### src/pcpm_pkg.sv
// ----------------------------------------------------------------------------
// pcpm_pkg
// Shared constants, types and helpers of the PN correlator peak magnitude unit.
// ----------------------------------------------------------------------------
package pcpm_pkg;

    // Bank size and derived widths
    localparam int NUM_CHIPS  = 64;
    localparam int ACC_W      = 32;
    localparam int SAMPLE_W   = 16;
    localparam int PATTERN_W  = 64;
    localparam int MAG_LAT    = 4;
    localparam int CNT_W      = $clog2(NUM_CHIPS + MAG_LAT + 1);
    localparam int ROOT_STEPS = 32;
    localparam int ROOT_CNT_W = $clog2(ROOT_STEPS);

    // Action codes of an input item
    localparam logic ACT_ACCUM = 1'b0;
    localparam logic ACT_WRITE = 1'b1;

    // Register index (paddr bit 3)
    localparam logic REG_CHIP_PATTERN = 1'b0;

    // Contents of one accumulator cell
    typedef struct packed {
        logic signed [ACC_W-1:0] re;
        logic signed [ACC_W-1:0] im;
        logic                    sat;
    } t_cell_data;

    // Controls broadcast to every cell
    typedef struct packed {
        logic acc_en;
        logic rot_en;
    } t_cell_ctrl;

    // Controls of the magnitude pipeline
    typedef struct packed {
        logic clr;
        logic head_valid;
    } t_mag_ctrl;

    // Sequencer states
    typedef enum logic [2:0] {
        ST_IDLE,
        ST_ROTATE,
        ST_DRAIN,
        ST_ROOT,
        ST_OUT
    } t_state;

    // Clamp a 33-bit sum to signed 32 bits
    function automatic logic [ACC_W-1:0] clamp_acc(input logic [ACC_W:0] v);
        logic [ACC_W-1:0] r;
        if (v[ACC_W] != v[ACC_W-1]) begin
            r = v[ACC_W] ? {1'b1, {(ACC_W-1){1'b0}}} : {1'b0, {(ACC_W-1){1'b1}}};
        end else begin
            r = v[ACC_W-1:0];
        end
        return r;
    endfunction

endpackage

### src/pcpm_mag.sv
// ----------------------------------------------------------------------------
// pcpm_mag
// Magnitude pipeline: absolute value, squares, sum and running maximum of the
// entries that pass the head of the bank, plus the OR of their clip flags.
// ----------------------------------------------------------------------------
module pcpm_mag (
    input  logic                 i_clk,
    input  logic                 i_rst_n,
    input  pcpm_pkg::t_mag_ctrl  i_ctrl,
    input  pcpm_pkg::t_cell_data i_head,
    output logic [63:0]          o_best,
    output logic                 o_sat
);
    import pcpm_pkg::*;

    logic              r_v1;
    logic              r_v2;
    logic              r_v3;
    logic [ACC_W-1:0]  r_abs_re;
    logic [ACC_W-1:0]  r_abs_im;
    logic [63:0]       r_sq_re;
    logic [63:0]       r_sq_im;
    logic [63:0]       r_sum;
    logic [63:0]       r_best;
    logic              r_sat;
    logic [ACC_W-1:0]  w_u_re;
    logic [ACC_W-1:0]  w_u_im;

    assign w_u_re = i_head.re;
    assign w_u_im = i_head.im;

    // Valid chain and flag collection
    always_ff @(posedge i_clk) begin
        if (!i_rst_n) begin
            r_v1   <= 1'b0;
            r_v2   <= 1'b0;
            r_v3   <= 1'b0;
            r_best <= '0;
            r_sat  <= 1'b0;
        end else begin
            r_v1 <= i_ctrl.head_valid;
            r_v2 <= r_v1;
            r_v3 <= r_v2;
            if (i_ctrl.clr) begin
                r_best <= '0;
                r_sat  <= 1'b0;
            end else begin
                if (i_ctrl.head_valid) begin
                    r_sat <= r_sat | i_head.sat;
                end
                if (r_v3 && (r_sum > r_best)) begin
                    r_best <= r_sum;
                end
            end
        end
    end

    // Datapath: abs, square, sum
    always_ff @(posedge i_clk) begin
        r_abs_re <= w_u_re[ACC_W-1] ? (~w_u_re + 32'd1) : w_u_re;
        r_abs_im <= w_u_im[ACC_W-1] ? (~w_u_im + 32'd1) : w_u_im;
        r_sq_re  <= 64'(r_abs_re) * 64'(r_abs_re);
        r_sq_im  <= 64'(r_abs_im) * 64'(r_abs_im);
        r_sum    <= r_sq_re + r_sq_im;
    end

    assign o_best = r_best;
    assign o_sat  = r_sat;

endmodule

### config.mk
export PLATFORM = sky130hd
export DESIGN_NAME = pcpm_mag
export DESIGN_NICKNAME = d
export VERILOG_FILES = /design/src/pcpm_pkg.sv /design/src/pcpm_mag.sv
export SDC_FILE = /design/constraint.sdc
export NUM_CORES = 2
export LEC_CHECK = 0
export BUFFER_PORTS_ARGS = -buffer_cell sky130_fd_sc_hd__buf_2
export CORE_UTILIZATION = 45
export CTS_CLUSTER_DIAMETER = 120
export DETAILED_ROUTE_END_ITERATION = 7
export GPL_TIMING_DRIVEN = 0
export PLACE_DENSITY = 0.61
export RECOVER_POWER = 100
export SLEW_MARGIN = 20
export SYNTH_ARGS = -nofsm -noshare
export SYNTH_HDL_FRONTEND = slang
export SYNTH_SLANG_ARGS = --single-unit
export TNS_END_PERCENT = 100
### constraint.sdc
create_clock -name i_clk -period 9.1 [get_ports i_clk]
set_clock_uncertainty 0.05 [all_clocks]
set_input_delay 0 -clock i_clk [delete_from_list [all_inputs] [get_ports i_clk]]
set_output_delay 0 -clock i_clk [all_outputs]
set_load 0.01 [all_outputs]
Word level (Yosys, flattened, before mapping)
Cells that the tools add are included.

$add $sub $neg: 3. $mul: 2. $lt $le $gt $ge: 1. Multiplexer cells: 2. Bitwise logic cells: 4. Reductions and logical operators: 2.

Operators by type and width (count): $mul 32x32->64 (2); $add 32x1->32 const B (2); $add 64x64->64 (1); $gt 64x64->1 (1); $not 32->32 (2); $mux 31 (2); $reduce_or 2->1 (1); $logic_and 1x1->1 (1); $not 1->1 (1); $or 1x1->1 (1).

Bits in registers: 324. Bits of input ports: 69. Output and inout port bits: 65. Logic and storage cells: 26.

Longest topological paths before layout
Depth after elaboration: 3. Mapped depth: 30. Gate-level depth less buffers: 27.

Worst setup path after synthesis
OpenSTA, ideal clock, no wires.

Path kind: register to register. Start: reg r_abs_im[2]. End: reg r_sq_im[56]. Setup time: 0.120 ns. Arrival time: 7.527 ns. Setup slack: 1.403 ns. Stages on the path, launching flop included: 29. Buffers on the path: 3. Clock period less this slack: 7.697 ns. Path through: dfxtp_1 -> clkbuf_1 -> buf_1 -> nand2_1 -> inv_1 -> fa_1 -> fa_1 -> inv_1 -> fa_1 -> fa_1 -> inv_1 -> fa_1 -> fa_1 -> fa_1 -> inv_1 -> fa_1 -> inv_1 -> ha_1 -> clkbuf_1 -> a21o_1 -> a21oi_1 -> nor2b_1 -> a311o_1 -> o31ai_1 -> o21ai_1 -> a31o_2 -> a21boi_1 -> o21ai_0 -> xnor2_1.

Word-level cells in the longest chain between the ends: 1.

RTL lines: from (decl) (line pcpm_mag.sv:20) `logic [ACC_W-1:0] r_abs_im;`; from (signal assigned) (line pcpm_mag.sv:61) `r_abs_im <= w_u_im[ACC_W-1] ? (~w_u_im + 32'd1) : w_u_im;`; $mul 32x32->64 (line pcpm_mag.sv:63) `r_sq_im <= 64'(r_abs_im) * 64'(r_abs_im);`; to (signal assigned) (line pcpm_mag.sv:63); to (decl) (line pcpm_mag.sv:22) `logic [63:0] r_sq_im;`.

No other way between the ends. A chain may end at the register's enable or synchronous reset.

Worst setup path in the final report
Start: reg r_abs_re[14]. End: reg r_sq_re[63].

Word-level cells in the longest chain between the ends: 1.

RTL lines: from (decl) (line pcpm_mag.sv:19) `logic [ACC_W-1:0] r_abs_re;`; from (signal assigned) (line pcpm_mag.sv:60) `r_abs_re <= w_u_re[ACC_W-1] ? (~w_u_re + 32'd1) : w_u_re;`; $mul 32x32->64 (line pcpm_mag.sv:62) `r_sq_re <= 64'(r_abs_re) * 64'(r_abs_re);`; to (signal assigned) (line pcpm_mag.sv:62); to (decl) (line pcpm_mag.sv:21) `logic [63:0] r_sq_re;`.

No other way between the ends.

==> results.json <==
{
  "status": "complete, no violations",
  "grt_max_degree": 20,
  "start_util": 0.453,
  "postSynth.asyncResetShare": 0,
  "crit_cells": 26,
  "seqCellArea_um2": 6460,
  "vias": 53900,
  "synth-edff-count": 0,
  "critical_path.top_delay_family": "adder cells",
  "synth_ff_type": "dfxtp_1",
  "drt_iter0_drc": 4174,
  "yosys-top-cells-count": "2029 x inv_1, 1584 x fa_1, 724 x ha_1",
  "grt_pass1_wl_um": 348000,
  "finalInstanceArea_um2": 79000,
  "grt_pass1_vias": 58100,
  "rsz0062_at_grt": "false",
  "netlist_area_um2": 72700,
  "drt-total-wl_um": 229000,
  "layout.nets": 10400,
  "syn2layout_area_growth_pct": 8.61,
  "fp.dieH_um": 404,
  "tritoncts": "yes",
  "hold_viol_final": 0,
  "arrival_ns": 9.38,
  "synth_mux_area_frac": 0.0102,
  "antenna_found_initial": 18,
  "avgSynthCellArea_um2": 9.37,
  "yosysTopAreaCellShare": 0.436,
  "slowest_stage": "dfxtp_1",
  "synth_cells": 7760,
  "pin_count": 134,
  "die_w_um": 404,
  "avgViaCountPerCell": 5.26,
  "grt_overflow": 0,
  "fp.coreArea_um2": 161000,
  "r2r_cells": 26,
  "insertion_delay_ns": 0.61,
  "yosys.area_share.simple": 0.111,
  "fmax_mhz": 111,
  "clk_pin_slew_ns": 0.06,
  "synth_compound_area_frac": 0.0718,
  "synth.ff_latch_count": 322,
  "antenna_left": 0,
  "cpMostUsedCell": "fa_1",
  "drv_cap": 0,
  "path_max_fanout": 10,
  "crit_buf_inv": 6,
  "yosysTopAreaCell": "fa_1",
  "drive_gt1_frac": 0.0440,
  "synthTopCellsByArea": "fa_1 44%, ha_1 12%, inv_1 10%",
  "ys_seq_area_frac": 0.0886,
  "port_buffers": 133,
  "cts_buffer_depth": 3,
  "htreeDepth": 2,
  "path_class": "flop to flop",
  "fillers": 15300,
  "cp-end-kind": "flop",
  "finalMaxSlewViolations": 0,
  "relSlewSlack": 0.0248,
  "max_slew.worst_pin.slew_ns": 1.46,
  "synth_fa_ha_area_frac": 0.560,
  "wl_per_cell_um": 22.3,
  "synthXorXnorAreaFrac": 0.0379,
  "place.gp.congestion": 1.02,
  "synth_cell_types": 81,
  "synth-warning-count": 0,
  "drcViolationCount": 0,
  "synth_top_family_by_area": "adder cells",
  "grt_util_all_layers": 0.288,
  "critical_path_required_ns": 9.51,
  "root_buffer": "clkbuf_16",
  "setup_violations": 0,
  "min_period_ns": 8.98,
  "hp-class": "primary input to flop",
  "die-area_um2": 163000,
  "synth.most_common_cell": "inv_1",
  "dp_hpwl_um": 193000,
  "dr.pass1.iters": 5,
  "cts_sinks": 322,
  "fin_crit_sh": 0.986,
  "multi_input_area_um2": 57600,
  "rows": 147,
  "hold_depth": 3,
  "cts_buffers": 41,
  "slowest_delay_ns": 0.66,
  "placed_area_um2": 76100,
  "synthesis.nets": 10100,
  "startpoint_type": "flop"
}
[timing repair]
action	4_1_cts	5_1_grt
hold endpoints to repair	68	0
pin swaps	0	1
endpoints found under the setup margin	54	33
buffers inserted	0	2
resized for setup	128	175
hold buffers	123	0
[through the flow]
| step | worst slack (ns) | util | hold slack, ns | TNS, ns | instances |
|---|---|---|---|---|---|
| after floorplan | 1.40 | - | -0.0223 | 0 | 7760 |
| after global placement | -1.31 | 0.474 | 0.103 | -32.58 | 10100 |
| after detailed placement | -1.29 | 0.474 | 0.109 | -34.51 | 10100 |
| after CTS | 0.00224 | 0.492 | 0.00922 | 0 | 10200 |
| after global routing | 0.00928 | 0.492 | 0.127 | 0 | 10200 |
| final | 0.125 | 0.492 | 0.110 | 0 | 10300 |
[cell families after synthesis]
| family | count (synthesis) |
|---|---|
| flops | 322 |
| compound gates | 798 |
| fa+ha+maj | 2308 |
| xor+xnor | 315 |
| mux | 74 |
| simple gates | 1621 |
| buf+inv | 2322 |
[cell usage in the layout, fill, tap and decap left out, types with 25 or more instances in the layout]
| master | netlist | layout |
|---|---|---|
| inv_1 | 2029 | 2028 |
| fa_1 | 1584 | 1584 |
| ha_1 | 724 | 723 |
| nand2_1 | 628 | 628 |
| and2_1 | 475 | 464 |
| dfxtp_1 | 322 | 309 |
| a21oi_1 | 235 | 234 |
| clkbuf_1 | 278 | 222 |
| nor2_1 | 218 | 218 |
| xnor2_1 | 201 | 201 |
| a21o_1 | 178 | 178 |
| dlygate4sd3_1 | 0 | 123 |
| o21ai_0 | 117 | 117 |
| xor2_1 | 114 | 114 |
| clkbuf_2 | 0 | 92 |
| mux2i_1 | 72 | 72 |
| buf_2 | 6 | 71 |
| nand4_1 | 64 | 64 |
| o21bai_1 | 49 | 49 |
| clkbuf_16 | 0 | 43 |
| nor2b_1 | 40 | 40 |
| nand3_1 | 39 | 39 |
| a31oi_1 | 34 | 31 |
| and3_1 | 31 | 31 |
| nor3_1 | 25 | 25 |
[registers in the layout (all words and copies together), names as in the netlist]
| register | count |
|---|---|
| o_best | 64 |
| o_sat | 1 |
| r_abs_im | 32 |
| r_abs_re | 32 |
| r_sq_im | 63 |
| r_sq_re | 63 |
| r_sum | 64 |
| r_v1 | 1 |
| r_v2 | 1 |
| r_v3 | 1 |
[worst reg2reg max path: stages (launching register included)]
cell	delay, ns
dfxtp_1	0.66
clkbuf_4	0.45
nand2_1	0.14
fa_1	0.58
inv_1	0.08
fa_1	0.50
inv_1	0.05
fa_1	0.47
fa_1	0.54
inv_1	0.05
fa_1	0.50
inv_1	0.05
fa_1	0.54
inv_1	0.05
fa_1	0.51
fa_1	0.48
ha_1	0.45
nand2_1	0.20
or3_1	0.40
a31oi_1	0.34
o21ai_1	0.26
a2111oi_2	0.51
nor2_1	0.19
a21o_1	0.27
o21a_1	0.25
a21oi_1	0.14
o21ai_0	0.11
[per-layer routing]
metal | vias up | track usage | share of wire
met5 | - | 0 | 0
met4 | 0 | 0.114 | 0.047
met3 | 449 | 0.0616 | 0.093
met2 | 2165 | 0.446 | 0.45
met1 | 27400 | 0.392 | 0.41
li1 | 24000 | - | -
[worst paths after layout]
path	from	slack, ns	to
max	r_abs_re[14]	0.12	r_sq_re[63]
min reg2reg	r_v2	0.40	r_v3
max reg2reg	r_abs_re[14]	0.12	r_sq_re[63]
min	i_head[63]	0.11	r_abs_re[30]
[cell type report]
cell class	instances	share of cell area
Multi-Input combinational cell	5116	0.729
Clock inverter	18	0.00238
Inverter	2031	0.0966
Tap cell	2160	0.0342
Buffer	282	0.0167
Clock buffer	58	0.0156
Sequential cell	322	0.0818
Antenna cell	5	0.000158
Timing Repair Buffer	258	0.0231
Power is not shown: default switching activity piles up to over one toggle a cycle in this logic, so the estimate is an artifact.
