$ cat src/pcpm_pkg.sv
// ----------------------------------------------------------------------------
// pcpm_pkg
// Shared constants, types and helpers of the PN correlator peak magnitude unit.
// ----------------------------------------------------------------------------
package pcpm_pkg;

    // Bank size and derived widths
    localparam int NUM_CHIPS  = 64;
    localparam int ACC_W      = 32;
    localparam int SAMPLE_W   = 16;
    localparam int PATTERN_W  = 64;
    localparam int MAG_LAT    = 4;
    localparam int CNT_W      = $clog2(NUM_CHIPS + MAG_LAT + 1);
    localparam int ROOT_STEPS = 32;
    localparam int ROOT_CNT_W = $clog2(ROOT_STEPS);

    // Action codes of an input item
    localparam logic ACT_ACCUM = 1'b0;
    localparam logic ACT_WRITE = 1'b1;

    // Register index (paddr bit 3)
    localparam logic REG_CHIP_PATTERN = 1'b0;

    // Contents of one accumulator cell
    typedef struct packed {
        logic signed [ACC_W-1:0] re;
        logic signed [ACC_W-1:0] im;
        logic                    sat;
    } t_cell_data;

    // Controls broadcast to every cell
    typedef struct packed {
        logic acc_en;
        logic rot_en;
    } t_cell_ctrl;

    // Controls of the magnitude pipeline
    typedef struct packed {
        logic clr;
        logic head_valid;
    } t_mag_ctrl;

    // Sequencer states
    typedef enum logic [2:0] {
        ST_IDLE,
        ST_ROTATE,
        ST_DRAIN,
        ST_ROOT,
        ST_OUT
    } t_state;

    // Clamp a 33-bit sum to signed 32 bits
    function automatic logic [ACC_W-1:0] clamp_acc(input logic [ACC_W:0] v);
        logic [ACC_W-1:0] r;
        if (v[ACC_W] != v[ACC_W-1]) begin
            r = v[ACC_W] ? {1'b1, {(ACC_W-1){1'b0}}} : {1'b0, {(ACC_W-1){1'b1}}};
        end else begin
            r = v[ACC_W-1:0];
        end
        return r;
    endfunction

endpackage

$ cat src/pcpm_isqrt.sv
// ----------------------------------------------------------------------------
// pcpm_isqrt
// Floor square root of a 64-bit value, two radicand bits per cycle.
// ----------------------------------------------------------------------------
module pcpm_isqrt (
    input  logic        i_clk,
    input  logic        i_rst_n,
    input  logic        i_start,
    input  logic [63:0] i_value,
    output logic        o_done,
    output logic [31:0] o_root
);
    import pcpm_pkg::*;

    logic [63:0]           r_val;
    logic [33:0]           r_rem;
    logic [31:0]           r_root;
    logic [ROOT_CNT_W-1:0] r_cnt;
    logic                  r_busy;
    logic                  r_done;
    logic [35:0]           w_rem_sh;
    logic [35:0]           w_trial;
    logic [35:0]           w_diff;
    logic                  w_take;

    // One digit of the root recurrence
    always_comb begin
        w_rem_sh = {r_rem, r_val[63:62]};
        w_trial  = {2'b00, r_root, 2'b01};
        w_diff   = w_rem_sh - w_trial;
        w_take   = (w_rem_sh >= w_trial);
    end

    // Control: busy and done pulse
    always_ff @(posedge i_clk) begin
        if (!i_rst_n) begin
            r_busy <= 1'b0;
            r_done <= 1'b0;
            r_cnt  <= '0;
        end else begin
            r_done <= 1'b0;
            if (i_start) begin
                r_busy <= 1'b1;
                r_cnt  <= ROOT_CNT_W'(ROOT_STEPS - 1);
            end else if (r_busy) begin
                r_cnt <= r_cnt - 1'b1;
                if (r_cnt == '0) begin
                    r_busy <= 1'b0;
                    r_done <= 1'b1;
                end
            end
        end
    end

    // Datapath: shift radicand, update remainder and root
    always_ff @(posedge i_clk) begin
        if (i_start) begin
            r_val  <= i_value;
            r_rem  <= '0;
            r_root <= '0;
        end else if (r_busy) begin
            r_val  <= {r_val[61:0], 2'b00};
            r_rem  <= w_take ? w_diff[33:0] : w_rem_sh[33:0];
            r_root <= {r_root[30:0], w_take};
        end
    end

    assign o_done = r_done;
    assign o_root = r_root;

endmodule

$ cat config.mk
export PLATFORM = sky130hd
export DESIGN_NAME = pcpm_isqrt
export DESIGN_NICKNAME = d
export VERILOG_FILES = /design/src/pcpm_pkg.sv /design/src/pcpm_isqrt.sv
export SDC_FILE = /design/constraint.sdc
export NUM_CORES = 1
export LEC_CHECK = 0
export BUFFER_PORTS_ARGS = -buffer_cell sky130_fd_sc_hd__buf_2
export CELL_PAD_IN_SITES_DETAIL_PLACEMENT = 1
export CELL_PAD_IN_SITES_GLOBAL_PLACEMENT = 1
export CORE_AREA = 2 2 146 176
export CTS_BUF_LIST = sky130_fd_sc_hd__clkbuf_4
export CTS_CLUSTER_DIAMETER = 50
export DETAILED_ROUTE_END_ITERATION = 10
export DIE_AREA = 0 0 148 178
export PLACE_DENSITY_LB_ADDON = 0.1
export SLEW_MARGIN = 20
export SYNTH_ARGS = -nofsm -noshare
export SYNTH_HDL_FRONTEND = slang
export SYNTH_SLANG_ARGS = --single-unit
export TNS_END_PERCENT = 30
$ cat constraint.sdc
create_clock -name i_clk -period 2.7 [get_ports i_clk]
set_input_delay 0.675 -clock i_clk [delete_from_list [all_inputs] [get_ports i_clk]]
set_output_delay 0.675 -clock i_clk [all_outputs]
set_load 0.01 [all_outputs]
# Word-level counts from Yosys, hierarchy flattened
# Index checks and enable logic that the tools add are counted.
[classes] n_addsub=2 n_lt_le_gt_ge=1 multipliers=0 div=0 eq_ne=0 shift=0 n_mux=9 n_reduce_logical=3 n_bitwise=2
[ops] op="2-to-1 mux 64 bit" n=2
[ops] op="greater-or-equal comparator 36 x 34 -> 1 bit" n=1
[ops] op="2-to-1 mux 34 bit" n=1
[ops] op="subtractor 34 bit" n=1
[ops] op="2-to-1 mux 5 bit" n=2
[ops] op="logical NOT 5 bit" n=1
[ops] op="subtractor 5 x 1 -> 5 bit (second input constant)" n=1
[ops] op="2-to-1 mux 1 bit" n=4
[ops] op="OR reduction 3 bit" n=1
[ops] op="NOT 1 bit" n=2
[ops] op="nonzero test 2 bit" n=1
[word_totals] latchBits=0 rom_bits=0 ram_bits=0 word_cells=23 memories=0 reg_bits=137

# Depth between registers and ports, before layout
# Gate-level depths: netlist (run 1).
[depth] depth_word=4 ltp_mapped=14 ltp_nobuf=11

# Worst setup path after synthesis (run 1)
# No wires, ideal clock.
[synth_path] path_type="input port to flip-flop" start="in i_start" end="reg r_val[0], enable pin" path_buffers=1 required_ns=2.282 arrival_ns=2.312 cell_stages=3 path_slack_ns=-0.030 setup_ns=0.418 path_cell_list="clkbuf_1 > nor2_1 > inv_1"
[synth_between] elab_chain_cells=1
[synth_lines] item="from (decl)" line_no="pcpm_isqrt.sv:8" rtl="input logic i_start,"
[synth_lines] item="nonzero test 2 bit (no line)"
[synth_lines] item="to (signal assigned)" line_no="pcpm_isqrt.sv:58" rtl="r_val <= i_value;"
[synth_lines] item="to (signal assigned)" line_no="pcpm_isqrt.sv:62" rtl="r_val <= {r_val[61:0], 2'b00};"
[synth_lines] item="to (decl)" line_no="pcpm_isqrt.sv:15" rtl="logic [63:0] r_val;"
# No other way between the ends.
# A chain may end at the register's enable or synchronous reset.

# Worst setup path in the final report (run 1)
[layout_path] start="reg r_val[62]" end="reg r_rem[31]"
[layout_between] elab_chain_cells=2 word_cells_on_any_way=3 classes_between="add/sub: 1; order compare: 1; mux: 1"
[layout_lines] item="subtractor 34 bit / greater-or-equal comparator 36 x 34 -> 1 bit (equally long branches)" line_no="pcpm_isqrt.sv:30, pcpm_isqrt.sv:31"
[layout_lines] item="2-to-1 mux 34 bit *" line_no="pcpm_isqrt.sv:63" rtl="r_rem <= w_take ? w_diff[33:0] : w_rem_sh[33:0];"
[layout_lines] item="to (signal assigned)" line_no="pcpm_isqrt.sv:63"
[layout_lines] item="to (decl)" line_no="pcpm_isqrt.sv:16" rtl="logic [33:0] r_rem;"
# Mark *: on every way between the ends. The rest lies on a longest branch, timed or not.

==> results of run 1 <==
cell usage after synthesis, types with 2 or more instances:
cell,n,area share
sky130_fd_sc_hd__ha_1,36,0.060
sky130_fd_sc_hd__o2111ai_1,3,0.0035
sky130_fd_sc_hd__nor3_1,8,0.0053
sky130_fd_sc_hd__nand4_1,10,0.0083
sky130_fd_sc_hd__buf_2,6,0.0040
sky130_fd_sc_hd__or4_1,2,0.0020
sky130_fd_sc_hd__nand2_1,76,0.038
sky130_fd_sc_hd__buf_4,5,0.0050
sky130_fd_sc_hd__a31oi_1,6,0.0050
sky130_fd_sc_hd__and2_1,3,0.0025
sky130_fd_sc_hd__o21ai_1,2,0.0013
sky130_fd_sc_hd__a41oi_1,2,0.0023
sky130_fd_sc_hd__nor2b_1,4,0.0033
sky130_fd_sc_hd__xnor2_1,19,0.022
sky130_fd_sc_hd__dfxtp_1,73,0.19
sky130_fd_sc_hd__buf_1,3,0.0015
sky130_fd_sc_hd__a2111oi_0,2,0.0023
sky130_fd_sc_hd__nor2_1,79,0.039
sky130_fd_sc_hd__o21bai_1,3,0.0030
sky130_fd_sc_hd__inv_1,45,0.022
sky130_fd_sc_hd__and4_1,3,0.0035
sky130_fd_sc_hd__o21ai_0,20,0.013
sky130_fd_sc_hd__nand2b_1,2,0.0017
sky130_fd_sc_hd__mux2i_1,37,0.049
sky130_fd_sc_hd__edfxtp_1,64,0.26
sky130_fd_sc_hd__nand3_1,11,0.0073
sky130_fd_sc_hd__or3_1,4,0.0033
sky130_fd_sc_hd__a21oi_2,2,0.0023
sky130_fd_sc_hd__a311oi_1,21,0.024
sky130_fd_sc_hd__a21oi_1,40,0.027
sky130_fd_sc_hd__a32oi_1,5,0.0058
sky130_fd_sc_hd__nand4b_1,2,0.0023
sky130_fd_sc_hd__o21a_1,7,0.0070
sky130_fd_sc_hd__and3_1,2,0.0017
sky130_fd_sc_hd__clkbuf_1,32,0.016
sky130_fd_sc_hd__mux2_2,63,0.094
sky130_fd_sc_hd__xor2_1,15,0.017
sky130_fd_sc_hd__a21o_1,12,0.012
sky130_fd_sc_hd__nor4_1,3,0.0025
sky130_fd_sc_hd__o31ai_1,5,0.0050
state kept, by name, indices dropped and copies added, names as in the netlist:
register	count
o_done	1
o_root	32
r_busy	1
r_cnt	5
r_rem	34
r_val	64
worst max path at each step:
stage                     end  slack (ns)  depth (start not counted)
floorplan           r_rem[25]       0.004                         13
global placement    r_rem[10]       -0.20                         12
detailed placement  r_rem[29]       -0.26                         12
CTS                  r_rem[4]       -0.02                         12
global route        r_rem[31]       -0.23                         10
finish              r_rem[31]        -0.1                         10
repair_timing:
item,4_1_cts,5_1_grt
cloned,0,0
resized for setup,44,59
endpoints found under the setup margin,35,35
setup buffers,9,9
pin swaps,21,30
per-layer routing:
metal | GRT usage | part of all wire | wire [um]
met1 | 0.185 | 0.41 | 8800
met2 | 0.304 | 0.53 | 11300
met3 | 0.0448 | 0.044 | 947
met4 | 0.0544 | 0.018 | 379
met5 | 0 | 0 | 0
area by class of cell:
| cell class | instances | area, sq um |
|---|---|---|
| fillers | 2835 | 14400 |
| flip-flops and latches | 137 | 3400 |
| clock buffers | 19 | 143 |
| multi-input cells | 528 | 4240 |
| clock inverters | 13 | 168 |
| repair buffers | 241 | 1660 |
| diodes | 2 | 5.00 |
| inverters | 45 | 173 |
| well taps | 325 | 407 |
kinds of logic after synthesis:
family          synth area share
mux                        0.143
xor+xnor                  0.0395
buf+inv                   0.0489
fa+ha+maj                 0.0598
simple gates               0.127
flops                      0.449
compound gates             0.132
power breakdown:
group / switching [uW] / internal, uW
combinational: 3400 / 3300
clock: 849 / 673
sequential: 185 / 2460
total: 4440 / 6440
critical path, stage by stage, from the launching register on:
cell and delay, ns:
sky130_fd_sc_hd__edfxtp_1 0.45, sky130_fd_sc_hd__buf_4 0.17, sky130_fd_sc_hd__or3_4 0.37, sky130_fd_sc_hd__a21oi_4 0.14, sky130_fd_sc_hd__a2111o_2 0.23, sky130_fd_sc_hd__a21oi_4 0.08, sky130_fd_sc_hd__or4_4 0.58, sky130_fd_sc_hd__a311oi_4 0.30
sky130_fd_sc_hd__xnor2_1 0.11, sky130_fd_sc_hd__mux2i_1 0.17, sky130_fd_sc_hd__o21ai_1 0.09
metrics by stage:
step	area (sq um)	power (uW)	setup WS [ns]	hold WS, ns
6_report	10200	10900	-0.0978	0.396
5_1_grt	10200	11700	-0.229	0.337
4_1_cts	9840	10300	-0.0240	0.329
3_5_place_dp	9260	8210	-0.257	0.476
3_3_place_gp	9260	8120	-0.197	0.439
2_1_floorplan	7530	6010	0.00430	0.424
==> flow_summary_export.csv, run 1 <==
group,metric,value,unit
worst_hold_path,hold_end,"r_val[1]",
flow_run,max_cap_viol_count,0,
critical_path,required,3.16,ns
synthesis,ys_warnings,0,
synthesis,postSynthRegisterBits,137,
drt,dr_total_vias,6399,
global_routing,first_global_vias,7013,
global_routing,global_route.overflow_total,0,
synthesis,synth_nets,859,
synthesis,synth_ff_type,"sky130_fd_sc_hd__dfxtp_1",
sta,report.final.hold_viol_count,0,
drt,routed_wirelength,21400,um
worst_hold_path,hold_path.class,"primary input to flop",
global_routing,grt_max_degree,62,
drt,drt_drc_violations_left,0,
finish,drive_gt1_frac,0.424,
global_routing,overall_global_routing_resource_usage,0.166,
place,place.gp.congestion,0.819,
cts,h-tree-depth,4,
drt,remaining_antenna_violation_count,0,
cts,cts_tree,"yes",
cts,cts.path.max_buffers,2,
critical_path,cp.arrival,3.26,ns
synthesis,synth_cells,756,
synthesis,post_synth_num_cell_types,59,
synthesis,synth.yosys.seq_area_share,0.449,
sta,final-max-slew-violation-count,0,
finish,post-route-util,0.415,
cts,cts.hold.buffers_added,0,
critical_path,critical_path.reg2reg.endpoint,"r_rem[31]",
finish,mostFrequentLayoutCell,"sky130_fd_sc_hd__buf_4",
drt,detailedRoute.firstIterationViolations,158,
floorplanning,initial_core_utilization,0.306,
status,failed_checks,"negative setup slack",
floorplanning,core_area,24600,sq um
synthesis,synth-edff-count,64,
critical_path,criticalPathCategory,"flop to flop",
sta,post-route-worst-setup-slack,-0.0978,ns
finish,layout.cells.most_common_list,"128 x sky130_fd_sc_hd__buf_4, 98 x sky130_fd_sc_hd__buf_2, 79 x sky130_fd_sc_hd__nor2_1",
finish,final_net_count,1073,
cts,clk_pin_slew,0.13,ns
drt,routed_via_count_divided_by_cell_count,4.88,
critical_path,worst-r2r-setup-slack,-0.1,ns
global_routing,grt_first_pass_wirelength,34700,um
critical_path,end_kind,"flop",
floorplanning,die_w,148,um
critical_path,crit_start,"r_val[62]",
power_and_ir_drop,worst_ir_drop_vdd,0.000533,V
cts,clk-insertion-delay-late,0.57,ns
critical_path,rr_worst_depth,10,
power_and_ir_drop,power_leakage,0.00426,uW
critical_path,critical_path.max_fanout,3,
sta,worstMarginPinSlew,0.520,ns
sta,rsz0062_at_grt,"true",
sta,timing.setup.tns,-0.220,ns
sta,setup-violations-final,4,
floorplanning,ios,100,
power_and_ir_drop,power.density_cell_area,1070,nW/um^2
floorplanning,placementRows,63,
finish,stdcell_count,1310,
drt,pre_antenna_drt_iters,4,
cts,clk_root_buffer_cell,"sky130_fd_sc_hd__clkbuf_4",
drt,post_dr_wirelength_cell,16.3,um
status,outcome,"complete, but fails checks",
critical_path,worstSetupStartpointType,"flop",
floorplanning,floorplan.die_area,26300,sq um
synthesis,syn-cell-area,7530,sq um
synthesis,synth_area_per_cell,9.96,sq um
worst_hold_path,hold_start,"i_value[1]",
place,hpwl,15400,um
worst_hold_path,worst_hold_path.num_cells,2,
sta,max-slew-margin-rel,0.653,
floorplanning,chipHeight,178,um
finish,syn_to_final_growth,35.5,%
sta,post-route-period-util,1.04,
synthesis,synthArstFlopShare,0,
place,io_buffers,99,
cts,cts-buffers-inserted,17,
sta,fmax,357,MHz
global_routing,antenna_found_initial,1,
cts,cts.sink_count,137,
sta,worst_clock_skew,0.0200,ns
sta,timing.final.crit_period,2.80,ns
place,post-place-cells,1261,
critical_path,reg2reg_from,"r_val[62]",
(Power assumes the default switching activity.)
==> run 2, diff against run 1 <==
--- a/config.mk
+++ b/config.mk
@@ -5,7 +5,6 @@
 export SDC_FILE = /design/constraint.sdc
 export NUM_CORES = 1
 export LEC_CHECK = 0
-export BUFFER_PORTS_ARGS = -buffer_cell sky130_fd_sc_hd__buf_2
 export CELL_PAD_IN_SITES_DETAIL_PLACEMENT = 1
 export CELL_PAD_IN_SITES_GLOBAL_PLACEMENT = 1
 export CORE_AREA = 2 2 146 176
@@ -13,6 +12,7 @@
 export CTS_CLUSTER_DIAMETER = 50
 export DETAILED_ROUTE_END_ITERATION = 10
 export DIE_AREA = 0 0 148 178
+export DONT_BUFFER_PORTS = 1
 export PLACE_DENSITY_LB_ADDON = 0.1
 export SLEW_MARGIN = 20
 export SYNTH_ARGS = -nofsm -noshare
==> run 2 against run 1 <==
Net effect:
- the flow still finishes with violations (negative setup slack)
- total power rose by 5.0%
- cell area fell by 1.5%
- clock skew rose by 0.0075 ns
- wire length rose by 1.9%
- critical path depth rose by 3
- core utilization fell by 0.63 points
- maximum frequency rose by 2.9%
- via count fell by 4.8%
==> flow_summary_export.csv, run 2 (same netlist as run 1, synthesis figures left out) <==
group,metric,value,unit
global_routing,antenna_found_initial,1,
drt,detailedRoute.firstIterationViolations,150,
flow_run,max_cap_viol_count,0,
critical_path,required,3.16,ns
finish,syn_to_final_growth,33.4,%
sta,setup-violations-final,3,
power_and_ir_drop,share_clk_of_total_power,0.139,
global_routing,top_usage_layer,"met2",
sta,worst_clock_skew,0.0274,ns
critical_path,cpLargestDelayFamily,"compound AO/OA/AOI/OAI gates",
critical_path,cp.arrival,3.18,ns
global_routing,globalRouteMet2Util,0.304,
cts,clk_root_buffer_cell,"sky130_fd_sc_hd__clkbuf_4",
critical_path,end_kind,"flop",
global_routing,grt_max_degree,127,
place,detailed_place.area,8840,sq um
sta,max-slew-margin-rel,0.594,
floorplanning,die_w,148,um
power_and_ir_drop,power_leakage,0.00399,uW
critical_path,slowest_delay,0.54,ns
cts,clk_pin_slew,0.14,ns
critical_path,slowest_stage,"sky130_fd_sc_hd__a2111o_2",
power_and_ir_drop,post-layout-total-power,11400,uW
worst_hold_path,hold_path.class,"primary input to flop",
floorplanning,floorplan.die_area,26300,sq um
cts,cts-buffers-inserted,17,
finish,layout.cell_area.non_filler,10000,sq um
power_and_ir_drop,swShare,0.406,
drt,dr_total_vias,6090,
drt,routed_wirelength,21800,um
critical_path,worstSetupStartpointType,"flop",
critical_path,critical_path.max_fanout,3,
sta,post-route-period-util,1.01,
status,outcome,"complete, but fails checks",
power_and_ir_drop,combinationalPowerShare,0.630,
finish,largest_reg_flops,64,
sta,fmax,368,MHz
drt,routed_via_count_divided_by_cell_count,4.93,
place,io_buffers,0,
power_and_ir_drop,p_int,6790,uW
global_routing,grt_first_pass_wirelength,34900,um
status,failed_checks,"negative setup slack",
drt,remaining_antenna_violation_count,0,
critical_path,cp_cell_instances,"inv_2, ha_4, buf_6, o211a_1, a21oi_2, a2111o_2, a21oi_4, o21ai_4, buf_4, nand2_2, o41ai_1, a2111oi_1, o21ai_0",
finish,layout.cells.most_common_list,"154 x sky130_fd_sc_hd__buf_4, 78 x sky130_fd_sc_hd__nor2_1, 66 x sky130_fd_sc_hd__nand2_1",
sta,rsz0062_at_grt,"true",
global_routing,overall_global_routing_resource_usage,0.168,
cts,cts_tree,"yes",
place,dp_slack,-0.243,ns
power_and_ir_drop,power.density_cell_area,1140,nW/um^2
power_and_ir_drop,sequentialPowerShare,0.231,
cts,cts.sink_count,137,
finish,area_of_the_multi_input_gates,4380,sq um
floorplanning,initial_core_utilization,0.306,
cts,clk-insertion-delay-late,0.56,ns
floorplanning,chipHeight,178,um
global_routing,grtUsageMet3,0.0458,
global_routing,first_global_vias,6722,
sta,post-route-worst-setup-slack,-0.0178,ns
drt,post_dr_wirelength_cell,17.6,um
power_and_ir_drop,worst_ir_drop_vdd,0.000494,V
place,place.gp.congestion,0.811,
finish,mostFrequentLayoutCell,"sky130_fd_sc_hd__buf_4",
cts,cts.path.max_buffers,2,
finish,layout.filler_cells,2788,
finish,final_net_count,1000,
sta,hold_slack,0.194,ns
finish,seq_area,3410,sq um
finish,registers.top_by_ff_count,"r_val",
floorplanning,ios,100,
floorplanning,placementRows,63,
power_and_ir_drop,total_switching_power,4630,uW
sta,final-max-slew-violation-count,0,
cts,cts.hold.buffers_added,0,
drt,drt_drc_violations_left,0,
critical_path,criticalPathCategory,"flop to flop",
sta,timing.final.crit_period,2.72,ns
sta,worstMarginPinSlew,0.609,ns
global_routing,grt_use_met1,0.186,
critical_path,number_of_buffer_and_inverter_instances_along_the_worst_setup_path,3,
sta,report.final.hold_viol_count,0,
finish,drive_gt1_frac,0.419,
floorplanning,core_area,24600,sq um
drt,pre_antenna_drt_iters,4,
place,hpwl,15200,um
global_routing,global_route.overflow_total,0,
finish,post-route-util,0.409,
cts,h-tree-depth,4,
## run 2: cell types whose count changed in the layout (fill, tap and decap cells not counted), moves of 8 or more
cell and delta:
sky130_fd_sc_hd__ha_1 -8, sky130_fd_sc_hd__buf_2 -98, sky130_fd_sc_hd__nand2_2 +8, sky130_fd_sc_hd__nand2_1 -9
sky130_fd_sc_hd__buf_4 +26
## run 2: cell type report
type,count,share of cell area
Clock inverter,12,0.0173
Sequential cell,137,0.339
Tap cell,325,0.0405
Antenna cell,1,0.000249
Timing Repair Buffer,168,0.134
Clock buffer,20,0.0149
Multi-Input combinational cell,528,0.436
Inverter,45,0.0172
## run 2: metrics by stage
step / std cells / setup TNS, ns
final: 1236 / -0.0417
after global routing: 1236 / -3.09
after CTS: 1227 / -0.0382
after detailed placement: 1177 / -5.07
after global placement: 1177 / -2.84
after floorplan: 756 / 0
## run 2: worst paths after layout
path                      to  cells after the start       from  slack [ns]
hold / removal    o_root[31]                      1    i_start        0.19
setup reg to reg   r_rem[33]                     13  o_root[0]       -0.02
hold reg to reg    r_rem[31]                      2  r_rem[31]        0.50
setup / recovery   r_rem[33]                     13  o_root[0]       -0.02
## run 2: what timing repair did
| item | CTS | global route |
|---|---|---|
| resized for setup | 53 | 94 |
| setup buffers | 16 | 10 |
| setup endpoints to repair | 35 | 35 |
| pin swaps | 23 | 48 |
| cloned | 2 | 1 |
## run 2: power groups by stage
stage	Clock (uW)	Sequential, uW	Combinational (uW)
2_1_floorplan	0	2620	3400
3_3_place_gp	0	2630	5520
3_5_place_dp	0	2640	5590
4_1_cts	1680	2620	6510
5_1_grt	1750	2670	7820
6_report	1590	2640	7200
## run 2: per-layer routing
layer,up-vias,wire (um)
li1,2997,-
met1,2952,8870
met2,113,11400
met3,28,971
met4,0,595
met5,-,0
