**src/pcpm_pkg.sv**
```systemverilog
// ----------------------------------------------------------------------------
// pcpm_pkg
// Shared constants, types and helpers of the PN correlator peak magnitude unit.
// ----------------------------------------------------------------------------
package pcpm_pkg;

    // Bank size and derived widths
    localparam int NUM_CHIPS  = 64;
    localparam int ACC_W      = 32;
    localparam int SAMPLE_W   = 16;
    localparam int PATTERN_W  = 64;
    localparam int MAG_LAT    = 4;
    localparam int CNT_W      = $clog2(NUM_CHIPS + MAG_LAT + 1);
    localparam int ROOT_STEPS = 32;
    localparam int ROOT_CNT_W = $clog2(ROOT_STEPS);

    // Action codes of an input item
    localparam logic ACT_ACCUM = 1'b0;
    localparam logic ACT_WRITE = 1'b1;

    // Register index (paddr bit 3)
    localparam logic REG_CHIP_PATTERN = 1'b0;

    // Contents of one accumulator cell
    typedef struct packed {
        logic signed [ACC_W-1:0] re;
        logic signed [ACC_W-1:0] im;
        logic                    sat;
    } t_cell_data;

    // Controls broadcast to every cell
    typedef struct packed {
        logic acc_en;
        logic rot_en;
    } t_cell_ctrl;

    // Controls of the magnitude pipeline
    typedef struct packed {
        logic clr;
        logic head_valid;
    } t_mag_ctrl;

    // Sequencer states
    typedef enum logic [2:0] {
        ST_IDLE,
        ST_ROTATE,
        ST_DRAIN,
        ST_ROOT,
        ST_OUT
    } t_state;

    // Clamp a 33-bit sum to signed 32 bits
    function automatic logic [ACC_W-1:0] clamp_acc(input logic [ACC_W:0] v);
        logic [ACC_W-1:0] r;
        if (v[ACC_W] != v[ACC_W-1]) begin
            r = v[ACC_W] ? {1'b1, {(ACC_W-1){1'b0}}} : {1'b0, {(ACC_W-1){1'b1}}};
        end else begin
            r = v[ACC_W-1:0];
        end
        return r;
    endfunction

endpackage

```
**src/pcpm_cell.sv**
```systemverilog
// ----------------------------------------------------------------------------
// pcpm_cell
// One complex accumulator of the bank: accumulates, loads, or takes its
// neighbor's contents when the bank rotates.
// ----------------------------------------------------------------------------
module pcpm_cell (
    input  logic                                 i_clk,
    input  logic                                 i_rst_n,
    input  pcpm_pkg::t_cell_ctrl                 i_ctrl,
    input  logic                                 i_wr_en,
    input  logic                                 i_neg,
    input  logic signed [pcpm_pkg::SAMPLE_W-1:0] i_sample_re,
    input  logic signed [pcpm_pkg::SAMPLE_W-1:0] i_sample_im,
    input  logic signed [pcpm_pkg::ACC_W-1:0]    i_load_re,
    input  logic signed [pcpm_pkg::ACC_W-1:0]    i_load_im,
    input  pcpm_pkg::t_cell_data                 i_nbr,
    output pcpm_pkg::t_cell_data                 o_data
);
    import pcpm_pkg::*;

    t_cell_data              r_data;
    t_cell_data              n_data;
    logic signed [ACC_W:0]   w_add_re;
    logic signed [ACC_W:0]   w_add_im;
    logic signed [ACC_W:0]   w_sum_re;
    logic signed [ACC_W:0]   w_sum_im;

    // Add or subtract the sample as the chip says
    always_comb begin
        w_add_re = i_neg ? -(33'(i_sample_re)) : 33'(i_sample_re);
        w_add_im = i_neg ? -(33'(i_sample_im)) : 33'(i_sample_im);
        w_sum_re = {r_data.re[ACC_W-1], r_data.re} + w_add_re;
        w_sum_im = {r_data.im[ACC_W-1], r_data.im} + w_add_im;
    end

    // Pick load, accumulate, rotate or hold
    always_comb begin
        n_data = r_data;
        if (i_wr_en) begin
            n_data.re  = i_load_re;
            n_data.im  = i_load_im;
            n_data.sat = 1'b0;
        end else if (i_ctrl.acc_en) begin
            n_data.re  = clamp_acc(w_sum_re);
            n_data.im  = clamp_acc(w_sum_im);
            n_data.sat = (w_sum_re[ACC_W] != w_sum_re[ACC_W-1]) ||
                         (w_sum_im[ACC_W] != w_sum_im[ACC_W-1]);
        end else if (i_ctrl.rot_en) begin
            n_data = i_nbr;
        end
    end

    always_ff @(posedge i_clk) begin
        if (!i_rst_n) begin
            r_data <= '0;
        end else begin
            r_data <= n_data;
        end
    end

    assign o_data = r_data;

endmodule

```
**config.mk**
```make
export PLATFORM = sky130hd
export DESIGN_NAME = pcpm_cell
export DESIGN_NICKNAME = d
export VERILOG_FILES = /design/src/pcpm_pkg.sv /design/src/pcpm_cell.sv
export SDC_FILE = /design/constraint.sdc
export NUM_CORES = 1
export LEC_CHECK = 0
export BUFFER_PORTS_ARGS = -buffer_cell sky130_fd_sc_hd__buf_2
export CELL_PAD_IN_SITES_DETAIL_PLACEMENT = 0
export CELL_PAD_IN_SITES_GLOBAL_PLACEMENT = 1
export CORE_MARGIN = 5
export CORE_UTILIZATION = 35
export CTS_CLUSTER_DIAMETER = 60
export DETAILED_ROUTE_END_ITERATION = 7
export PLACE_DENSITY_LB_ADDON = 0.1
export RECOVER_POWER = 50
export SYNTH_ARGS = -nofsm -noshare
export SYNTH_HDL_FRONTEND = slang
export SYNTH_SLANG_ARGS = --single-unit
```
**constraint.sdc**
```tcl
create_clock -name i_clk -period 7.9 [get_ports i_clk]
set_input_delay 1.185 -clock i_clk [delete_from_list [all_inputs] [get_ports i_clk]]
set_output_delay 1.185 -clock i_clk [all_outputs]
set_load 0.01 [all_outputs]
```
# Yosys cells after proc, flatten, opt, wreduce, memory -nomap -nowiden
# Cells that the tools add are included.
[word_totals] rom_bits=0 output_inout_bits=65 wordCells=23 in_bits=167 ramBits=0 mem_count=0 reg_bits=65 latch_bits=0
[op_classes] n_eq_ne=2 n_addsub=4 n_shift=0 n_mul=0 bitwise_logic=1 n_reduce_logical=4 n_mux=9 div=0 n_lt_le_gt_ge=0
[op_table] op="two-way mux 65 bit" n=3
[op_table] op="two-way mux 32 bit" n=4
[op_table] op="adder 33 bit" n=2
[op_table] op="two-way mux 33 bit" n=2
[op_table] op="negator 16 -> 33 bit" n=2
[op_table] op="nonzero test 3 bit" n=1
[op_table] op="!= test 1 bit" n=2
[op_table] op="nonzero test 2 bit" n=1
[op_table] op="OR reduction 2 bit" n=1
[op_table] op="logical OR 1 bit" n=1
[op_table] op="NOT 1 bit" n=1

# Logic depth before layout (Yosys ltp)
# Gate-level depths: netlist of run 1.
[depth] word_depth=7 ltp_mapped=26 mapped_depth_nobuf=25

# Worst setup path before layout of run 1
# Ideal clock, no wire load.
[synth_path] kind="input port to flip-flop" startpoint="input port i_sample_im[5] (netlist name)" endpoint="register r_data, in the netlist o_data[15]" arrival_time_ns=6.486 required_time_ns=7.816 path_slack_ns=1.330 stages=25 path_buffers=1 path_cell_list="or4_1 nor4_1 nor2b_1 nand2_1 nor2_1 nand2_1 ha_1 a21oi_1 ha_1 a21o_1 a21o_1 a221o_1 a31oi_1 a211oi_1 o21ai_0 a211o_1 o31a_1 xnor2_1 ha_1 inv_1 or4_4 and2_1 buf_6 o211a_1 o31ai_2"
[synth_via] elab_chain_len=7 elab_cells_between_ends=8 classes_between="add/sub (2); eq/ne (1); mux (5)"
[synth_rtl] element="start, declared" line="pcpm_cell.sv:13" text="input logic signed [pcpm_pkg::SAMPLE_W-1:0] i_sample_im,"
[synth_rtl] element="negator 16 -> 33 bit" line="pcpm_cell.sv:31" text="w_add_im = i_neg ? -(33'(i_sample_im)) : 33'(i_sample_im);"
[synth_rtl] element="two-way mux 33 bit *" line="pcpm_cell.sv:31"
[synth_rtl] element="adder 33 bit *" line="pcpm_cell.sv:33" text="w_sum_im = {r_data.im[ACC_W-1], r_data.im} + w_add_im;"
[synth_rtl] element="two-way mux 32 bit / != test 1 bit (equally long branches)" line="pcpm_pkg.sv:56, pcpm_pkg.sv:55"
[synth_rtl] element="two-way mux 32 bit *" line="pcpm_pkg.sv:55" text="if (v[ACC_W] != v[ACC_W-1]) begin"
[synth_rtl] element="two-way mux 65 bit *" line="pcpm_cell.sv:43" text="end else if (i_ctrl.acc_en) begin"
[synth_rtl] element="two-way mux 65 bit *" line="pcpm_cell.sv:39" text="if (i_wr_en) begin"
[synth_rtl] element="end signal, assigned" line="pcpm_cell.sv:57" text="r_data <= n_data;"
[synth_rtl] element="end, declared" line="pcpm_cell.sv:21" text="t_cell_data r_data;"
# Mark *: on every way between the ends. The rest lies on a longest branch, timed or not.
# A chain may end at the register's enable or synchronous reset.

# Worst setup path in the final report of run 1
# Ends and elaborated chain as after synthesis.

==> impl_metrics.csv, run 1 <==
group,metric,value,unit
floorplan,io_pins,232,
cells_and_area,largest_register_ff_count,65,
clock_network,clock_latency,0.34,ns
floorplan,die_w,164,um
synth,ys.flop_type,"dfxtp_1",
pwr,cellPowerDensity,198.9,nW/um2
flow_run,drv_cap,0,
worst_hold_path,hp-class,"reg -> reg",
floorplan,coreArea,23400,um2
setup_path,crit_path_end_kind,"flip-flop",
synth,yosys_warnings,0,
clock_network,cts_tree,"done",
place,post-place-ws,0.5490,ns
setup_path,cp.required,8.16,ns
sta,setup_viol,0,
setup_path,arrival,7.32,ns
sta,skew,0.007358,ns
synth,ys_seq_elements,65,
setup_path,start_kind,"input port",
sta,slew_headroom,30.25,%
place,hpwl,26460,um
clock_network,cts_sinks,65,
clock_network,holdBufCountCts,0,
sta,period_share,89.41,%
cells_and_area,fin_util,42.48,%
clock_network,cts.reportedPaths.clkPinSlew,0.06,ns
grt,grt_max_degree,56,
sta,final-hold-violation-count,0,
synth,async_flop_share,0,%
floorplan,start_util,35.47,%
clock_network,ctsResizeCount,0,
clock_network,cts_max_level,3,
setup_path,cpPeakStageDelay,0.59,ns
synth,syn_area_per_cell,7.205,um2
setup_path,cp_top_family,"simple AND/OR/NAND/NOR gates",
routing,dr.pass1.iters,6,
sta,fin_tns_setup,0,ns
sta,fin_ws,0.8365,ns
sta,rsz0062_at_grt,"no",
status,outcome,"complete, no violations",
synth,yosysSeqAreaShare,15.68,%
grt,grt_use_total,24.69,%
clock_network,clk_path_buf_depth,2,
place,port_buffers,231,
cells_and_area,final_cell_mix,"buf_2 (166), a21oi_1 (129), nand2_1 (127)",
cells_and_area,drive_gt1_share,17.68,%
clock_network,numCtsBuffers,9,
sta,fin_crit,7.064,ns
synth,yosysTopAreaCell,"dfxtp_1",
sta,fmax,141.6,MHz
routing,drc,0,
routing,avgViaCountPerCell,5.680,
floorplan,row_count,56,
routing,drt_iter0_drc,613,
grt,antenna_found_initial,0,
cells_and_area,final_common_cell,"buf_2",
clock_network,post_cts_buffers,0,
synth,ys_types,78,
setup_path,path_max_fanout,8,
pwr,leakage,4.411,nW
pwr,vdd_ir_drop_max,0.06113,mV
place,place_congestion,0.9211,
cells_and_area,area_growth,19.78,%
synth,synth_edf_count,0,
routing,wire_per_inst,20.41,um
synth,syn-num-nets,1395,
cells_and_area,nets,1590,
clock_network,cts_root_buf,"clkbuf_16",
synth,netlist_area,8300,um2
floorplan,die_area,26900,um2
synth,netlist.area_leader.share,15.68,%
grt,grt_overflow_total,0,
synth,postSynthCellCount,1152,
floorplan,die_h,164,um
cells_and_area,fillers,2565,
grt,grt_pass1_vias,9404,
sta,tightest_slew,1.042,ns
setup_path,ff2ff_path_depth,16,
setup_path,path_depth,26,
routing,postRouteAntennaNets,0,
synth,yosys-top-cells-area,"dfxtp_1 (16%), ha_1 (11%), a21oi_1 (7.8%)",
grt,grt_pass1_wl,52340,um
setup_path,crit_buf_inv,3,
routing,wirelength,34110,um
routing,vias,9491,
pwr,power,1.977,mW
worst_hold_path,whs_path_depth,2,
setup_path,crit_path_top_delay_cell,"or4_1",
setup_path,critPathKind,"in -> reg",
sta,final-max-slew-violation-count,0,
cells_and_area,antenna_cells,0,
-- cell families (layout without fill, tap and decap cells) --
family / Yosys count / count (layout) / synth area share, %
compound gates: 471 / 471 / 36.36
xor+xnor: 80 / 80 / 8.441
fa+ha+maj: 82 / 82 / 12.36
buf+inv: 95 / 295 / 4.643
flops: 65 / 65 / 15.68
mux: 28 / 28 / 3.588
simple gates: 331 / 331 / 18.93
-- final timing paths --
kind / from / to / slack, ns
max: i_sample_im[5] / o_data[15]$_SDFFE_PN0P_ / 0.84
min: o_data[1]$_SDFFE_PN0P_ / o_data[1]$_SDFFE_PN0P_ / 0.54
max reg2reg: o_data[3]$_SDFFE_PN0P_ / o_data[15]$_SDFFE_PN0P_ / 3.28
min reg2reg: o_data[1]$_SDFFE_PN0P_ / o_data[1]$_SDFFE_PN0P_ / 0.54
-- layer usage --
| layer | vias up | track usage (%) | routed length (um) |
|---|---|---|---|
| li1 | 4696 | - | - |
| met1 | 4469 | 32.18 | 15030 |
| met4 | 0 | 6.481 | 782 |
| met5 | - | 0 | 0 |
| met3 | 45 | 2.258 | 1537 |
| met2 | 281 | 43.71 | 16760 |
-- cell usage after synthesis, types with 17 or more instances --
master	count
dfxtp_1	65
nand3_1	17
a21o_1	31
a21oi_1	129
and3_1	17
a211oi_1	29
xor2_1	19
inv_1	26
nand2_1	127
o21ai_0	122
nor2_1	70
xnor2_1	61
clkbuf_1	57
nor2b_1	25
ha_1	74
-- worst min-delay path, stage by stage (launching register included) --
cell	delay, ns
dfxtp_1	0.33
nor2_1	0.10
o41ai_1	0.07
-- area by class of cell --
type	count	area, um2	area share, %
Tap cell	319	399.1	4.015
Inverter	27	101.3	1.019
Timing Repair Buffer	252	1232	12.40
Clock buffer	14	284.0	2.857
Sequential cell	65	1301	13.09
Clock inverter	2	10.01	0.1007
Multi-Input combinational cell	992	6614	66.52
-- where the power goes --
part	total (mW)	switching [mW]	internal [mW]	leakage, nW
registers	0.421	0.0499	0.371	0.541
clock network	0.416	0.170	0.247	0.149
logic	1.14	0.691	0.448	3.72
-- metrics by stage --
stage | instance area (um2) | hold slack [ns] | cells
after floorplan | 8300 | 0.5421 | 1152
after global placement | 9729 | 0.5162 | 1655
after detailed placement | 9729 | 0.5270 | 1655
after CTS | 10020 | 0.5384 | 1671
after global routing | 9942 | 0.5611 | 1671
final | 9942 | 0.5413 | 1671
(Power assumes the default switching activity.)
==> run 2, diff against run 1 <==
Settings changed: RECOVER_POWER 50 to 25.
==> run 2 against run 1 <==
Via count is essentially flat; die area is the same; global-route usage is the same; largest power group unchanged; clock skew grew 0.00093 ns; cell count is the same; worst setup slack gained 0.053 ns; highest routed layer unchanged.
==> impl_metrics.csv, run 2 (same netlist as run 1, synthesis figures left out) <==
group,metric,value,unit
place,port_buffers,231,
routing,met3_length,1445,um
routing,wl_met2,16770,um
grt,grt_pass1_vias,9404,
sta,fin_crit,7.010,ns
sta,whs,0.5411,ns
cells_and_area,drive_gt1_share,20.12,%
place,place_congestion,0.9211,
clock_network,clock_latency,0.35,ns
clock_network,cts.reportedPaths.clkPinSlew,0.06,ns
sta,skew,0.008283,ns
setup_path,crit_buf_inv,3,
pwr,power,1.982,mW
floorplan,start_util,35.47,%
routing,postRouteAntennaNets,0,
floorplan,row_count,56,
clock_network,cts_tree,"done",
clock_network,clk_path_buf_depth,2,
clock_network,numCtsBuffers,9,
worst_hold_path,hp-class,"reg -> reg",
sta,fmax,142.7,MHz
sta,final-max-slew-violation-count,0,
sta,slew_headroom,29.70,%
grt,antenna_found_initial,0,
sta,rsz0062_at_grt,"no",
routing,met1_length,15150,um
routing,wire_per_inst,20.44,um
flow_run,drv_cap,0,
pwr,vdd_ir_drop_max,0.06068,mV
status,outcome,"complete, no violations",
routing,dr.pass1.iters,8,
routing,avgViaCountPerCell,5.684,
routing,vias,9498,
routing,top_layer,"met4",
grt,grt_pass1_wl,52340,um
cells_and_area,final_common_cell,"buf_2",
clock_network,cts_sinks,65,
clock_network,cts_root_buf,"clkbuf_16",
sta,period_share,88.74,%
setup_path,cp_top_family,"simple AND/OR/NAND/NOR gates",
floorplan,coreArea,23400,um2
sta,final-hold-violation-count,0,
floorplan,die_w,164,um
cells_and_area,antenna_cells,0,
grt,grt_use_total,24.69,%
clock_network,holdBufCountCts,0,
routing,wirelength,34150,um
setup_path,start_kind,"input port",
floorplan,io_pins,232,
floorplan,die_area,26900,um2
cells_and_area,area_growth,20.27,%
sta,setup_viol,0,
cells_and_area,fillers,2559,
cells_and_area,final_cell_mix,"buf_2 (199), a21oi_1 (129), nand2_1 (127)",
setup_path,crit_path_top_delay_cell,"or4_1",
routing,drt_iter0_drc,585,
floorplan,die_h,164,um
clock_network,ctsResizeCount,0,
setup_path,critPathKind,"in -> reg",
place,hpwl,26460,um
sta,tightest_slew,1.051,ns
grt,grt_overflow_total,0,
pwr,leakage,4.530,nW
place,dpl_cell_area,9729,um2
setup_path,cpPeakStageDelay,0.59,ns
cells_and_area,nets,1590,
setup_path,crit_path_end_kind,"flip-flop",
setup_path,arrival,7.27,ns
pwr,cellPowerDensity,198.5,nW/um2
grt,grt_max_degree,56,
routing,drc,0,
clock_network,post_cts_buffers,0,
clock_network,cts_max_level,3,
setup_path,path_max_fanout,8,
cells_and_area,largest_register_ff_count,65,
setup_path,cp.required,8.16,ns
cells_and_area,fin_area,9983,um2
sta,fin_tns_setup,0,ns
run 2: final cells by class:
cell class	count	area, um2	area share [%]
Tap cell	319	399.1	3.998
Sequential cell	65	1301	13.03
Multi-Input combinational cell	992	6614	66.25
Inverter	27	101.3	1.015
Clock inverter	2	10.01	0.1003
Clock buffer	14	284.0	2.845
Timing Repair Buffer	252	1274	12.76
run 2: final timing paths:
check | from | to | slack [ns] | cells after the start
worst max register to register | o_data[3]$_SDFFE_PN0P_ | o_data[15]$_SDFFE_PN0P_ | 3.33 | 16
worst max-delay path | i_sample_im[5] | o_data[15]$_SDFFE_PN0P_ | 0.89 | 26
worst min register to register | o_data[1]$_SDFFE_PN0P_ | o_data[1]$_SDFFE_PN0P_ | 0.54 | 2
worst min-delay path | o_data[1]$_SDFFE_PN0P_ | o_data[1]$_SDFFE_PN0P_ | 0.54 | 2
run 2: power by group:
part / switching, mW / internal (mW) / total [mW]
registers: 0.0497 / 0.371 / 0.421
logic: 0.690 / 0.454 / 1.14
clock network: 0.170 / 0.247 / 0.417
run 2: through the flow:
stage / setup slack, ns / std cells / util, %
after floorplan: 1.330 / 1152 / -
after global placement: 0.6333 / 1655 / 41.57
after detailed placement: 0.5490 / 1655 / 41.57
after CTS: 0.8823 / 1671 / 42.83
after global routing: 0.3011 / 1671 / 42.66
final: 0.8899 / 1671 / 42.66
run 2: worst min-delay path: stages, from the launching register on:
cell and delay (ns):
dfxtp_1 0.33, nor2_1 0.10, o41ai_1 0.07
run 2: layer usage:
metal | global-route usage, % | up-vias
met5 | 0 | -
met4 | 6.481 | 0
met3 | 2.258 | 47
met2 | 43.71 | 268
met1 | 32.18 | 4487
li1 | - | 4696
==> run 3, diff against run 2 <==
Settings changed: PLACE_DENSITY from default to 0.84, PLACE_DENSITY_LB_ADDON 0.1 to default.
==> run 3 against run 2 <==
Wire length fell by 2.0%; utilization barely moved; first-iteration DRC count is 22% higher; flip-flop and latch count is the same; hold slack better by 0.0021 ns; non-clock buffer count decreased by 2; die area stayed put; power is 1.5% higher; global-route usage down 0.80 points; clock skew is 0.0022 ns lower; combinational power about the same; critical path type unchanged; critical endpoint is now o_data[13]$_SDFFE_PN0P_; largest cell class unchanged; largest power group unchanged.
==> impl_metrics.csv, run 3 (same netlist as run 1, synthesis figures left out) <==
group,metric,value,unit
status,outcome,"complete, no violations",
setup_path,crit_path_top_delay_cell,"or4_1",
grt,grt_pass1_wl,50510,um
flow_run,drv_cap,0,
pwr,p_sw,0.9114,mW
clock_network,post_cts_buffers,0,
setup_path,r2r_start,"o_data[2]$_SDFFE_PN0P_",
clock_network,clock_latency,0.35,ns
pwr,switching_share,45.31,%
clock_network,cts_tree,"done",
floorplan,io_pins,232,
place,post-place-ws,0.4013,ns
sta,fin_ws,0.7088,ns
cells_and_area,fillers,2471,
pwr,vdd_ir_drop_max,0.07774,mV
clock_network,numCtsBuffers,9,
setup_path,crit_path_end_kind,"flip-flop",
setup_path,setup.worst_path.start,"i_sample_im[5]",
routing,postRouteAntennaNets,0,
pwr,cellPowerDensity,201.4,nW/um2
floorplan,coreArea,23400,um2
place,dpl_cell_area,9714,um2
setup_path,cp.required,8.17,ns
sta,rsz0062_at_grt,"no",
cells_and_area,final_cell_mix,"buf_2 (199), a21oi_1 (129), nand2_1 (127)",
clock_network,cts_root_buf,"clkbuf_16",
cells_and_area,final_cells,1671,
routing,wirelength,33470,um
setup_path,cp_top_family,"simple AND/OR/NAND/NOR gates",
routing,drt_iter0_drc,711,
sta,final-hold-violation-count,0,
sta,final-max-slew-violation-count,0,
sta,skew,0.006114,ns
cells_and_area,drive_gt1_share,19.93,%
pwr,p_int,1.100,mW
clock_network,cts_max_level,3,
cells_and_area,nets,1588,
pwr,combPwrFrac,57.3,%
place,port_buffers,231,
setup_path,start_kind,"input port",
pwr,power_frac_seq,20.9,%
setup_path,arrival,7.46,ns
setup_path,crit_buf_inv,4,
floorplan,row_count,56,
floorplan,die_w,164,um
cells_and_area,fin_util,42.68,%
grt,grt_pass1_vias,9148,
sta,setup_viol,0,
clock_network,clk_path_buf_depth,2,
floorplan,start_util,35.47,%
floorplan,die_h,164,um
place,dp_cells,1653,
cells_and_area,fin_area,9988,um2
routing,wire_per_inst,20.03,um
setup_path,cpPeakStageDelay,0.58,ns
place,place_congestion,0.9206,
sta,fin_crit,7.191,ns
sta,tightest_slew,1.000,ns
worst_hold_path,worstHoldStart,"o_data[1]$_SDFFE_PN0P_",
sta,fin_tns_setup,0,ns
clock_network,holdBufCountCts,0,
clock_network,cts.reportedPaths.clkPinSlew,0.06,ns
worst_hold_path,hp-class,"reg -> reg",
sta,fmax,139.1,MHz
routing,drc,0,
grt,antenna_found_initial,2,
grt,grt_max_degree,62,
sta,slew_headroom,33.08,%
routing,dr.pass1.iters,6,
cells_and_area,largest_register_ff_count,65,
cells_and_area,area_growth,20.33,%
pwr,leakage,4.524,nW
place,hpwl,25830,um
clock_network,ctsResizeCount,0,
grt,grt_use_total,23.88,%
grt,grt_overflow_total,0,
setup_path,critPathKind,"in -> reg",
routing,vias,9565,
pwr,clkPwrFrac,21.8,%
sta,period_share,91.03,%
routing,avgViaCountPerCell,5.724,
cells_and_area,final_common_cell,"buf_2",
floorplan,die_area,26900,um2
clock_network,cts_sinks,65,
setup_path,path_max_fanout,11,
[run 3: cell count changes in the layout (fill, tap and decap cells not counted)]
cell / change
clkbuf_8: -1
buf_4: -2
bufinv_16: +1
clkinv_2: -1
diode_2: +2
clkbuf_1: +1
[run 3: layer usage]
layer,global-route usage (%),part of all wire [%],vias to the layer above,wire [um]
met4,9.302,3.5,2,1167
met2,38.91,46,400,15310
li1,-,-,4694,-
met5,0,0.021,-,7
met3,4.166,7.2,70,2422
met1,31.46,44,4399,14560
[run 3: worst min-delay path, cell delays in order, from the launching register on]
cell	delay [ns]
dfxtp_1	0.33
nor2_1	0.10
o41ai_1	0.06
[run 3: path summary, 6_finish.rpt]
path / endpoint / slack, ns / depth (start not counted)
worst max-delay path: o_data[13]$_SDFFE_PN0P_ / 0.71 / 27
worst min-delay path: o_data[1]$_SDFFE_PN0P_ / 0.54 / 2
worst max register to register: o_data[13]$_SDFFE_PN0P_ / 3.31 / 18
worst min register to register: o_data[1]$_SDFFE_PN0P_ / 0.54 / 2
[run 3: per-stage QoR]
| step | power (mW) | hold slack, ns |
|---|---|---|
| 2_1_floorplan | 1.210 | 0.5421 |
| 3_3_place_gp | 1.563 | 0.5178 |
| 3_5_place_dp | 1.563 | 0.5343 |
| 4_1_cts | 2.007 | 0.5463 |
| 5_1_grt | 2.146 | 0.6041 |
| 6_report | 2.012 | 0.5431 |
[run 3: final cells by class]
class	count	area, um2	share of cell area, %
Antenna cell	2	5.005	0.05011
Inverter	27	101.3	1.015
Multi-Input combinational cell	992	6614	66.22
Timing Repair Buffer	250	1259	12.60
Sequential cell	65	1301	13.03
Clock inverter	2	35.03	0.3507
Clock buffer	14	274.0	2.743
Tap cell	319	399.1	3.996
[run 3: power groups by stage]
stage | logic (mW) | registers, mW | clock network, mW
2_1_floorplan | 0.782 | 0.428 | 0
3_3_place_gp | 1.14 | 0.426 | 0
3_5_place_dp | 1.14 | 0.426 | 0
4_1_cts | 1.15 | 0.419 | 0.443
5_1_grt | 1.26 | 0.425 | 0.456
6_report | 1.15 | 0.420 | 0.439
